`src/huffman_bit_serial_decoder_macros.svh`:
```
// ----------------------------------------------------------------------------
// Huffman bit serial decoder assertion macros
// Concurrent assertion wrappers, empty when SYNTHESIS is defined.
// ----------------------------------------------------------------------------
`ifndef HUFFMAN_BIT_SERIAL_DECODER_MACROS_SVH
`define HUFFMAN_BIT_SERIAL_DECODER_MACROS_SVH

`ifndef SYNTHESIS
// expression must hold at every clock edge out of reset
`define HBSD_ASSERT(lbl, clk, rstn, expr) \
    lbl: assert property (@(posedge clk) disable iff (!rstn) (expr)) \
        else $error("hbsd assertion failed");
// antecedent at one edge implies consequent at the next edge
`define HBSD_ASSERT_NEXT(lbl, clk, rstn, ante, cons) \
    lbl: assert property (@(posedge clk) disable iff (!rstn) (ante) |=> (cons)) \
        else $error("hbsd assertion failed");
`else
`define HBSD_ASSERT(lbl, clk, rstn, expr)
`define HBSD_ASSERT_NEXT(lbl, clk, rstn, ante, cons)
`endif

`endif

```
`src/hbsd_pkg.sv`:
```
// ----------------------------------------------------------------------------
// Huffman bit serial decoder package
// Sizes, request codes, status codes and the structs passed along the cells.
// ----------------------------------------------------------------------------
package hbsd_pkg;

    localparam int TABLE_DEPTH  = 256;
    localparam int MAX_CODE_LEN = 32;

    localparam int ACT_W  = 2;
    localparam int CODE_W = 32;
    localparam int LEN_W  = 6;
    localparam int SYM_W  = 8;
    localparam int STAT_W = 2;

    localparam int CNT_W  = $clog2(TABLE_DEPTH + 1);
    localparam int IDX_W  = $clog2(TABLE_DEPTH);
    localparam int ACC_W  = MAX_CODE_LEN;
    localparam int ALEN_W = $clog2(MAX_CODE_LEN + 1);
    localparam int LCMP_W = (LEN_W > ALEN_W) ? LEN_W : ALEN_W;

    localparam logic [ACT_W-1:0] ACT_CLEAR  = 2'd0;
    localparam logic [ACT_W-1:0] ACT_LOAD   = 2'd1;
    localparam logic [ACT_W-1:0] ACT_DECODE = 2'd2;

    localparam logic [STAT_W-1:0] ST_OK      = 2'd0;
    localparam logic [STAT_W-1:0] ST_NOMATCH = 2'd1;
    localparam logic [STAT_W-1:0] ST_FULL    = 2'd2;

    // one table entry as loaded
    typedef struct packed {
        logic [CODE_W-1:0] code;
        logic [LEN_W-1:0]  len;
        logic [SYM_W-1:0]  sym;
    } entry_t;

    // lookup token walking the cell row
    typedef struct packed {
        logic [ACC_W-1:0]  bits;
        logic [ACC_W-1:0]  mask;
        logic [ALEN_W-1:0] len;
        logic              found;
        logic [SYM_W-1:0]  sym;
    } query_t;

endpackage

```
`src/hbsd_cell.sv`:
```
// ----------------------------------------------------------------------------
// Huffman bit serial decoder table cell
// Holds one code table entry and compares the passing lookup token with it.
// ----------------------------------------------------------------------------
module hbsd_cell import hbsd_pkg::*; (
    input  logic   aclk,
    input  logic   aresetn,
    input  logic   tbl_clear,
    input  logic   wr_en,
    input  entry_t wr_entry,
    input  logic   q_in_valid,
    input  query_t q_in,
    output logic   q_out_valid,
    output query_t q_out
);

    entry_t entry_reg;
    logic   entry_valid_reg;
    logic   q_valid_reg;
    query_t q_reg;
    query_t q_next;
    logic   hit;

    // first hit along the row wins, later cells only pass the token on
    always_comb begin
        hit = entry_valid_reg && !q_in.found
            && (LCMP_W'(entry_reg.len) == LCMP_W'(q_in.len))
            && ((ACC_W'(entry_reg.code) & q_in.mask) == q_in.bits);
        q_next = q_in;
        if (hit) begin
            q_next.found = 1'b1;
            q_next.sym   = entry_reg.sym;
        end
    end

    always_ff @(posedge aclk) begin
        if (!aresetn) begin
            entry_valid_reg <= 1'b0;
            q_valid_reg     <= 1'b0;
        end else begin
            if (tbl_clear) begin
                entry_valid_reg <= 1'b0;
            end else if (wr_en) begin
                entry_valid_reg <= 1'b1;
            end
            q_valid_reg <= q_in_valid;
        end
    end

    always_ff @(posedge aclk) begin
        if (wr_en) begin
            entry_reg <= wr_entry;
        end
        q_reg <= q_next;
    end

    assign q_out_valid = q_valid_reg;
    assign q_out       = q_reg;

endmodule

```
`config.mk`:
```
export PLATFORM = sky130hd
export DESIGN_NAME = hbsd_cell
export DESIGN_NICKNAME = d
export VERILOG_FILES = /design/src/huffman_bit_serial_decoder_macros.svh /design/src/hbsd_pkg.sv /design/src/hbsd_cell.sv
export SDC_FILE = /design/constraint.sdc
export NUM_CORES = 1
export LEC_CHECK = 0
export BUFFER_PORTS_ARGS = -buffer_cell sky130_fd_sc_hd__buf_2
export CAP_MARGIN = 20
export CORE_ASPECT_RATIO = 2
export CORE_MARGIN = 10
export CORE_UTILIZATION = 43
export CTS_CLUSTER_DIAMETER = 150
export DETAILED_ROUTE_END_ITERATION = 12
export PLACE_DENSITY = 0.79
export SYNTH_ARGS = -nofsm -noshare
export SYNTH_HDL_FRONTEND = slang
export SYNTH_SLANG_ARGS = --single-unit
```
`constraint.sdc`:
```
create_clock -name aclk -period 2 [get_ports aclk]
set_input_delay 0.4 -clock aclk [delete_from_list [all_inputs] [get_ports aclk]]
set_output_delay 0.4 -clock aclk [all_outputs]
set_load 0.03 [all_outputs]
```
==> flow_metrics.env, run 1 <==
export IMPL_cts_htree_levels=4
export IMPL_setup_viol=0
export IMPL_end_kind="register"
export IMPL_report_final_slew_viol_count=0
export IMPL_ios=210
export IMPL_vias_per_cell=4.47
export IMPL_areaGrowthSynthToFinish_pct=48.2
export IMPL_vias=2531
export IMPL_synth_area_leader_cell="dfxtp_1"
export IMPL_rows=47
export IMPL_max_stage_delay_ps=360
export IMPL_dp_cells=533
export IMPL_setup_ws_ps=161
export IMPL_clock_latency_ps=390
export IMPL_die_h_um=151
export IMPL_wirelength_um=10100
export IMPL_cp_start_kind="register"
export IMPL_antenna_found_initial=0
export IMPL_drc=0
export IMPL_cts_sinks=127
export IMPL_fin_crit_ps=1840
export IMPL_track_usage=0.158
export IMPL_die_w_um=85.3
export IMPL_ir_worst_vdd_v=0.000740
export IMPL_finalHoldViolCount=0
export IMPL_wl_per_cell_um=17.9
export IMPL_fmax_ghz=0.544
export IMPL_cts_tree="done"
export IMPL_initial_core_util=0.443
export IMPL_grt_max_degree=48
export IMPL_critPathMaxFanout=9
export IMPL_clockBufferDepth=2
export IMPL_final_util=0.656
export IMPL_worst_pin_slew_ps=292
export IMPL_hold_buffers=0
export IMPL_power_density_nw_per_um2=1130
export IMPL_largest_reg_flops=79
export IMPL_instances_no_fill=566
export IMPL_path_cells="nand2_1 -> xor2_1 -> nand4_1 -> nor4_4 -> nand4_2 -> buf_12 -> mux2_2"
export IMPL_status="complete, no violations"
export IMPL_layout_common_cells="209 x buf_2, 81 x dfxtp_1, 46 x edfxtp_1"
export IMPL_hp_class="input port to register"
export IMPL_clk_pin_slew_ps=50
export IMPL_syn_area_um2=3670
export IMPL_post_place_ws_ps=-81.4
export IMPL_ant_nets=0
export IMPL_overflow=0
export IMPL_first_pass_iters=4
export IMPL_critPathKind="register to register"
export IMPL_maxCapViolations=0
export IMPL_synth_area_top_cells="dfxtp_1 44%, edfxtp_1 38%, xor2_1 7.2%, nand2_1 3.3%, mux2_2 2.5%"
export IMPL_synth_fp_nets=353
export IMPL_synthDistinctLibCells=17
export IMPL_nets=584
export IMPL_place_hpwl_um=8350
export IMPL_cp_arrival_ps=2120
export IMPL_gp_congestion=0.763
export IMPL_cts_buffers=17
export IMPL_cp_slowest_cell="edfxtp_1"
export IMPL_ys_seq_area_frac=0.818
export IMPL_period_share=0.920
export IMPL_synth_top_area_share=0.442
export IMPL_port_buffers=209
export IMPL_drt_iter0_drc=86
export IMPL_required_ps=2280
export IMPL_final_setup_tns_ps=0
export IMPL_p_leak_nw=2.52
export IMPL_layout_drive_gt1_share=0.531
export IMPL_die_area_um2=12900
export IMPL_design_core_area_um2=8290
export IMPL_synthCells=223
export IMPL_syn_area_per_cell_um2=16.5
export IMPL_final_common_cell="buf_2"
export IMPL_root_buffer="clkbuf_16"
export IMPL_grt_pass1_vias=2919
export IMPL_slew_headroom=0.804
export IMPL_grt_pass1_wl_um=15300
export IMPL_ys_seq_elements=127
export IMPL_finClkSkew_ps=5.49
export IMPL_rsz0062_at_grt="no"
export IMPL_synthesis_yosys_warnings=0
-- cell usage after synthesis --
cell type,count
xnor2_1,8
nor4_2,1
nand4_1,7
dfxtp_1,81
and2_1,1
or2b_1,1
nor4_1,2
nand4_2,1
edfxtp_1,46
nand3b_1,1
nor3b_1,1
nor2_1,1
nor3_1,1
mux2_2,8
nand2_1,32
xor2_1,30
nand3_1,1
-- final cells by class --
type / count / area [µm²]
diodes: 1 / 2.50
fillers: 633 / 2850
flip-flops and latches: 127 / 3000
multi-input cells: 96 / 676
clock buffers: 27 / 514
clock inverters: 5 / 27.5
well taps: 98 / 123
repair buffers: 212 / 1090
-- what timing repair did --
item | in CTS | in global routing
gates resized for setup | 0 | 1
buffers inserted | 0 | 0
endpoints found under the hold margin | 0 | 0
endpoints found under the setup margin | 0 | 8
-- cell families (layout without fill, tap and decap cells) --
logic type | count (synthesis) | count (layout) | synth area share
xor gates and xnor gates | 38 | 38 | 0.0907
buffers and inverters | 0 | 244 | 0
DFF | 127 | 127 | 0.818
muxes | 8 | 8 | 0.0245
other | 0 | 1 | 0
and+or+nand+nor | 50 | 50 | 0.0665
-- metrics by stage --
stage,hold WS [ps],area [µm²],power [mW]
finish,117,5440,6.17
CTS,95.2,5430,6.25
floorplan,428,3670,3.21
global route,93.9,5440,6.40
detailed placement,463,4890,3.51
global placement,452,4890,3.49
-- power by group --
| group | switching, mW | internal (mW) | total (mW) |
|---|---|---|---|
| Sequential | 0.0399 | 2.85 | 2.89 |
| Clock | 0.975 | 1.75 | 2.72 |
| Combinational | 0.348 | 0.210 | 0.558 |
| Total | 1.36 | 4.81 | 6.17 |
-- worst max-delay path, delay by kind of cell, from the launching register on --
kind,cells,cell delay [ps]
and+or+nand+nor,4,730
DFF,1,360
muxes,1,270
xor gates and xnor gates,1,190
buffers and inverters,1,180
-- worst paths after layout --
path                  endpoint  depth (start not counted)  slack [ps]                     from
min reg2reg   q_out[7]$_DFF_P_                          1         470   entry_reg[7]$_DFFE_PP_
max           q_out[6]$_DFF_P_                          7         160  entry_reg[33]$_DFFE_PP_
min          q_out[23]$_DFF_P_                          1         120                 q_in[23]
max reg2reg   q_out[6]$_DFF_P_                          7         160  entry_reg[33]$_DFFE_PP_
-- routing by layer --
layer	global-route usage	wire length, µm	share of wire
met4	0.0803	220	0.022
met2	0.287	5740	0.57
met1	0.136	3190	0.32
met5	0	0	0
met3	0.0806	964	0.095
Note: power is estimated with default switching activity, not from simulation.
==> run 2, diff against run 1 <==
--- a/config.mk
+++ b/config.mk
@@ -7,12 +7,12 @@
 export LEC_CHECK = 0
 export BUFFER_PORTS_ARGS = -buffer_cell sky130_fd_sc_hd__buf_2
 export CAP_MARGIN = 20
-export CORE_ASPECT_RATIO = 2
 export CORE_MARGIN = 10
-export CORE_UTILIZATION = 43
+export CORE_UTILIZATION = 40
+export CTS_BUF_LIST = sky130_fd_sc_hd__clkbuf_8
 export CTS_CLUSTER_DIAMETER = 150
 export DETAILED_ROUTE_END_ITERATION = 12
-export PLACE_DENSITY = 0.79
+export PLACE_DENSITY = 0.74
 export SYNTH_ARGS = -nofsm -noshare
 export SYNTH_HDL_FRONTEND = slang
 export SYNTH_SLANG_ARGS = --single-unit
==> run 2 against run 1 <==
Effect of this change: register-to-register slack got worse by 60 ps; clock-buffer cell count is 7 lower; critical path depth fell by 1; critical path type unchanged; maximum frequency is 3.3% lower; sequential share of layout area grew 1.8 points; global-route usage down 1.8 points; via count shrank 0.71%; core utilization shrank 5.8 points; largest power group unchanged; wire length is 5.6% lower.
==> flow_metrics.env, run 2 (synthesized netlist as in run 1, its figures left out) <==
export IMPL_antenna_found_initial=0
export IMPL_grt_max_degree=48
export IMPL_status="complete, no violations"
export IMPL_multi_input_area_um2=676
export IMPL_required_ps=2300
export IMPL_die_area_um2=13400
export IMPL_initial_core_util=0.417
export IMPL_vias=2513
export IMPL_instances_no_fill=575
export IMPL_fillers=735
export IMPL_power_density_nw_per_um2=1030
export IMPL_grt_pass1_vias=2810
export IMPL_fmax_ghz=0.526
export IMPL_ir_worst_vdd_v=0.000637
export IMPL_drc=0
export IMPL_cts_sinks=127
export IMPL_path_cells="nand2_1 -> xor2_1 -> nand4_1 -> nor4_2 -> nand4_4 -> mux2_2"
export IMPL_drt_iter0_drc=76
export IMPL_clockBufferDepth=2
export IMPL_hold_buffers=0
export IMPL_rsz0062_at_grt="no"
export IMPL_ios=210
export IMPL_vias_per_cell=4.37
export IMPL_critPathMaxFanout=9
export IMPL_final_common_cell="buf_2"
export IMPL_seqCellArea_um2=3000
export IMPL_slew_headroom=0.658
export IMPL_end_kind="register"
export IMPL_hold_ws_ps=93.7
export IMPL_critical_path_buf_inv_count=0
export IMPL_final_area_um2=5270
export IMPL_finClkSkew_ps=10.9
export IMPL_wl_per_cell_um=16.6
export IMPL_fin_crit_ps=1900
export IMPL_wirelength_um=9550
export IMPL_report_final_slew_viol_count=0
export IMPL_track_usage=0.140
export IMPL_nets=584
export IMPL_grt_pass1_wl_um=14100
export IMPL_finalHoldViolCount=0
export IMPL_cts_htree_levels=4
export IMPL_largest_reg_flops=79
export IMPL_max_stage_delay_ps=440
export IMPL_cp_arrival_ps=2200
export IMPL_die_w_um=116
export IMPL_maxCapViolations=0
export IMPL_cts_tree="done"
export IMPL_ant_nets=0
export IMPL_first_pass_iters=4
export IMPL_dp_cells=543
export IMPL_worst_pin_slew_ps=508
export IMPL_critPathKind="register to register"
export IMPL_path_delay_family="simple AND/OR/NAND/NOR gates"
export IMPL_postCtsResizedCells=1
export IMPL_hp_class="input port to register"
export IMPL_layout_common_cells="209 x buf_2, 81 x dfxtp_1, 46 x edfxtp_1"
export IMPL_design_core_area_um2=8810
export IMPL_die_h_um=116
export IMPL_setup_viol=0
export IMPL_dpl_instance_area_um2=4890
export IMPL_root_buffer="clkbuf_8"
export IMPL_port_buffers=209
export IMPL_n_antenna_cell=0
export IMPL_period_share=0.951
export IMPL_p_leak_nw=2.43
export IMPL_layout_drive_gt1_share=0.540
export IMPL_cp_slowest_cell="nor4_2"
export IMPL_gp_congestion=0.803
export IMPL_areaGrowthSynthToFinish_pct=43.5
export IMPL_post_cts_buffers=0
export IMPL_place_hpwl_um=7700
export IMPL_cts_buffers=17
export IMPL_clk_pin_slew_ps=80
export IMPL_overflow=0
export IMPL_cp_start_kind="register"
export IMPL_rows=34
export IMPL_clock_latency_ps=420
run 2: cell count changes in the layout (fill, tap and decap cells not counted), moves of 2 or more:
cell        delta
inv_1          +2
clkbuf_8      +17
clkinvlp_4     +3
clkbuf_1       -6
clkbuf_16     -18
run 2: final timing paths:
kind | startpoint | end | slack, ps | cells after the start
setup / recovery | entry_reg[44]$_DFFE_PP_ | q_out[6]$_DFF_P_ | 100 | 6
hold / removal | q_in[44] | q_out[44]$_DFF_P_ | 90 | 1
setup reg to reg | entry_reg[44]$_DFFE_PP_ | q_out[6]$_DFF_P_ | 100 | 6
hold reg to reg | entry_reg[3]$_DFFE_PP_ | q_out[3]$_DFF_P_ | 470 | 1
run 2: per-layer routing:
metal | routed length (µm) | GRT usage | up-vias | part of all wire
li1 | - | - | 1225 | -
met1 | 3350 | 0.133 | 1136 | 0.35
met2 | 4820 | 0.243 | 138 | 0.51
met3 | 1260 | 0.0832 | 14 | 0.13
met4 | 121 | 0.0534 | 0 | 0.013
met5 | 0 | 0 | - | 0
run 2: worst reg2reg max path: stages (launching register included):
cell,delay (ps)
edfxtp_1,380
nand2_1,90
xor2_1,140
nand4_1,160
nor4_2,440
nand4_4,240
mux2_2,340
run 2: per-stage QoR:
step           TNS (ps)  worst slack, ps  utilization  power [mW]
4_1_cts               0             14.5        0.598        5.50
2_1_floorplan         0              316            -        3.21
6_report              0             98.0        0.598        5.44
5_1_grt               0             11.6        0.598        5.68
3_5_place_dp      -1320             -172        0.555        3.50
3_3_place_gp      -1100             -140        0.555        3.49
run 2: where the power goes:
group / total, mW / switching, mW / internal (mW)
Sequential: 2.88 / 0.0384 / 2.84
Combinational: 0.551 / 0.342 / 0.209
Clock: 2.00 / 0.941 / 1.06
run 2: layout make-up:
| type | instances | share of cell area |
|---|---|---|
| clock buffers | 20 | 0.0523 |
| clock inverters | 12 | 0.0183 |
| multi-input cells | 96 | 0.128 |
| flip-flops and latches | 127 | 0.570 |
| well taps | 108 | 0.0257 |
| repair buffers | 212 | 0.205 |
==> run 3, diff against run 2 <==
--- a/config.mk
+++ b/config.mk
@@ -8,11 +8,12 @@
 export BUFFER_PORTS_ARGS = -buffer_cell sky130_fd_sc_hd__buf_2
 export CAP_MARGIN = 20
 export CORE_MARGIN = 10
-export CORE_UTILIZATION = 40
+export CORE_UTILIZATION = 45
 export CTS_BUF_LIST = sky130_fd_sc_hd__clkbuf_8
 export CTS_CLUSTER_DIAMETER = 150
 export DETAILED_ROUTE_END_ITERATION = 12
-export PLACE_DENSITY = 0.74
+export PLACE_DENSITY = 0.82
+export SETUP_SLACK_MARGIN = 0.1
 export SYNTH_ARGS = -nofsm -noshare
 export SYNTH_HDL_FRONTEND = slang
 export SYNTH_SLANG_ARGS = --single-unit
==> run 3 against run 2 <==
Effect of this change: clock-buffer cell count decreased by 3; non-clock buffer count up 2; via count rose by 1.6%; worst hold slack better by 5.8 ps; core utilization up 7.4 points; cell count down 0.52%; critical path depth grew 1; clock power down 5%; critical path type unchanged; largest power group unchanged; highest routed layer unchanged.
==> flow_metrics.env, run 3 (synthesized netlist as in run 1, its figures left out) <==
export IMPL_status="complete, no violations"
export IMPL_power_density_nw_per_um2=1010
export IMPL_layout_common_cells="209 x buf_2, 81 x dfxtp_1, 46 x edfxtp_1"
export IMPL_rows=32
export IMPL_track_usage=0.159
export IMPL_end_kind="register"
export IMPL_dp_cells=538
export IMPL_cts_buffers=17
export IMPL_initial_core_util=0.468
export IMPL_setup_viol=0
export IMPL_holdPathEnd="q_out[27]$_DFF_P_"
export IMPL_hold_buffers=0
export IMPL_root_buffer="clkbuf_8"
export IMPL_setup_ws_ps=158
export IMPL_largest_reg_flops=79
export IMPL_worst_pin_slew_ps=611
export IMPL_critPathMaxFanout=5
export IMPL_nets=587
export IMPL_finalHoldViolCount=0
export IMPL_antenna_found_initial=0
export IMPL_fmax_ghz=0.543
export IMPL_p_leak_nw=2.47
export IMPL_layout_drive_gt1_share=0.545
export IMPL_ir_worst_vdd_v=0.000530
export IMPL_slew_headroom=0.589
export IMPL_vias=2554
export IMPL_critPathKind="register to register"
export IMPL_rsz0062_at_grt="yes"
export IMPL_wl_per_cell_um=17.3
export IMPL_cts_sinks=127
export IMPL_cp_arrival_ps=2140
export IMPL_r2r_start="entry_reg[15]$_DFFE_PP_"
export IMPL_fillers=596
export IMPL_cts_htree_levels=4
export IMPL_required_ps=2300
export IMPL_port_buffers=209
export IMPL_drc=0
export IMPL_die_h_um=110
export IMPL_overflow=0
export IMPL_ios=210
export IMPL_ant_nets=0
export IMPL_hp_start="q_in[27]"
export IMPL_clockBufferDepth=2
export IMPL_die_area_um2=12200
export IMPL_holdPathStages=1
export IMPL_r2r_end="q_out[1]$_DFF_P_"
export IMPL_reg2regPathDepth=7
export IMPL_areaGrowthSynthToFinish_pct=43.7
export IMPL_total_power_mw=5.35
export IMPL_clk_pin_slew_ps=80
export IMPL_vias_per_cell=4.47
export IMPL_die_w_um=110
export IMPL_gp_congestion=0.782
export IMPL_hp_class="input port to register"
export IMPL_cp_start_kind="register"
export IMPL_fin_crit_ps=1840
export IMPL_post_place_ws_ps=-142
export IMPL_period_share=0.921
export IMPL_grt_pass1_vias=2877
export IMPL_final_util=0.672
export IMPL_report_final_slew_viol_count=0
export IMPL_design_core_area_um2=7850
export IMPL_clock_latency_ps=410
export IMPL_grt_pass1_wl_um=14400
export IMPL_wirelength_um=9910
export IMPL_drt_iter0_drc=46
export IMPL_grt_max_degree=28
export IMPL_n_antenna_cell=0
export IMPL_finClkSkew_ps=8.20
export IMPL_final_common_cell="buf_2"
export IMPL_final_setup_tns_ps=0
export IMPL_reg2reg_setup_slack_ps=160
export IMPL_maxCapViolations=0
export IMPL_cts_tree="done"
export IMPL_first_pass_iters=4
export IMPL_place_hpwl_um=7840
export IMPL_instances_no_fill=572
==> run 3: changes by cell type in the layout (fill, tap and decap cells not counted), sizes merged <==
cell,change
clkinv,+4
clkbuf,-3
clkinvlp,-3
buf,+2
inv,+2
nand4,+1
==> run 3: metal layers <==
metal	track usage	part of all wire	wire (µm)	vias to the layer above
met5	0	0	0	-
met4	0.0633	0.013	131	0
met3	0.0911	0.14	1350	12
met2	0.275	0.51	5090	142
met1	0.152	0.34	3340	1163
li1	-	-	-	1237
==> run 3: worst max-delay path: stages, from the launching register on <==
cell and delay (ps):
edfxtp_1 360, nand2_1 80, xor2_1 170, nand4_1 180
nor4_4 300, buf_4 180, nand4_4 130, mux2_2 330
==> run 3: area by class of cell <==
class | instances | area (µm²) | area share
Clock buffer | 17 | 234 | 0.0444
Clock inverter | 15 | 108 | 0.0204
Timing Repair Buffer | 214 | 1080 | 0.206
Sequential cell | 127 | 3000 | 0.570
Tap cell | 102 | 128 | 0.0242
Multi-Input combinational cell | 97 | 717 | 0.136
==> run 3: through the flow <==
stage | hold WS (ps) | instance area, µm²
CTS | 63.0 | 5260
floorplan | 428 | 3670
global route | 63.8 | 5270
global placement | 452 | 4870
detailed placement | 460 | 4870
finish | 99.5 | 5270
==> run 3: where the power goes <==
part	internal [mW]	switching, mW	leakage [nW]
clock network	0.954	0.955	0.193
registers	2.84	0.0404	1.13
logic	0.209	0.347	1.14
total	4.01	1.34	2.47
==> run 3: how the worst max path moves through the flow <==
stage / startpoint / endpoint / cells past startpoint
floorplan: q_in[24] / q_out[0]$_DFF_P_ / 6
global placement: q_in[24] / q_out[1]$_DFF_P_ / 7
detailed placement: q_in[24] / q_out[3]$_DFF_P_ / 7
CTS: entry_reg[20]$_DFFE_PP_ / q_out[5]$_DFF_P_ / 7
global route: entry_reg[15]$_DFFE_PP_ / q_out[6]$_DFF_P_ / 7
finish: entry_reg[15]$_DFFE_PP_ / q_out[1]$_DFF_P_ / 7
==> run 3: repair_timing <==
item / CTS / global route
gates cloned: 1 / 0
gates resized for setup: 3 / 2
endpoints found under the setup margin: 8 / 8
buffers inserted: 1 / 0
pin swaps: 2 / 2
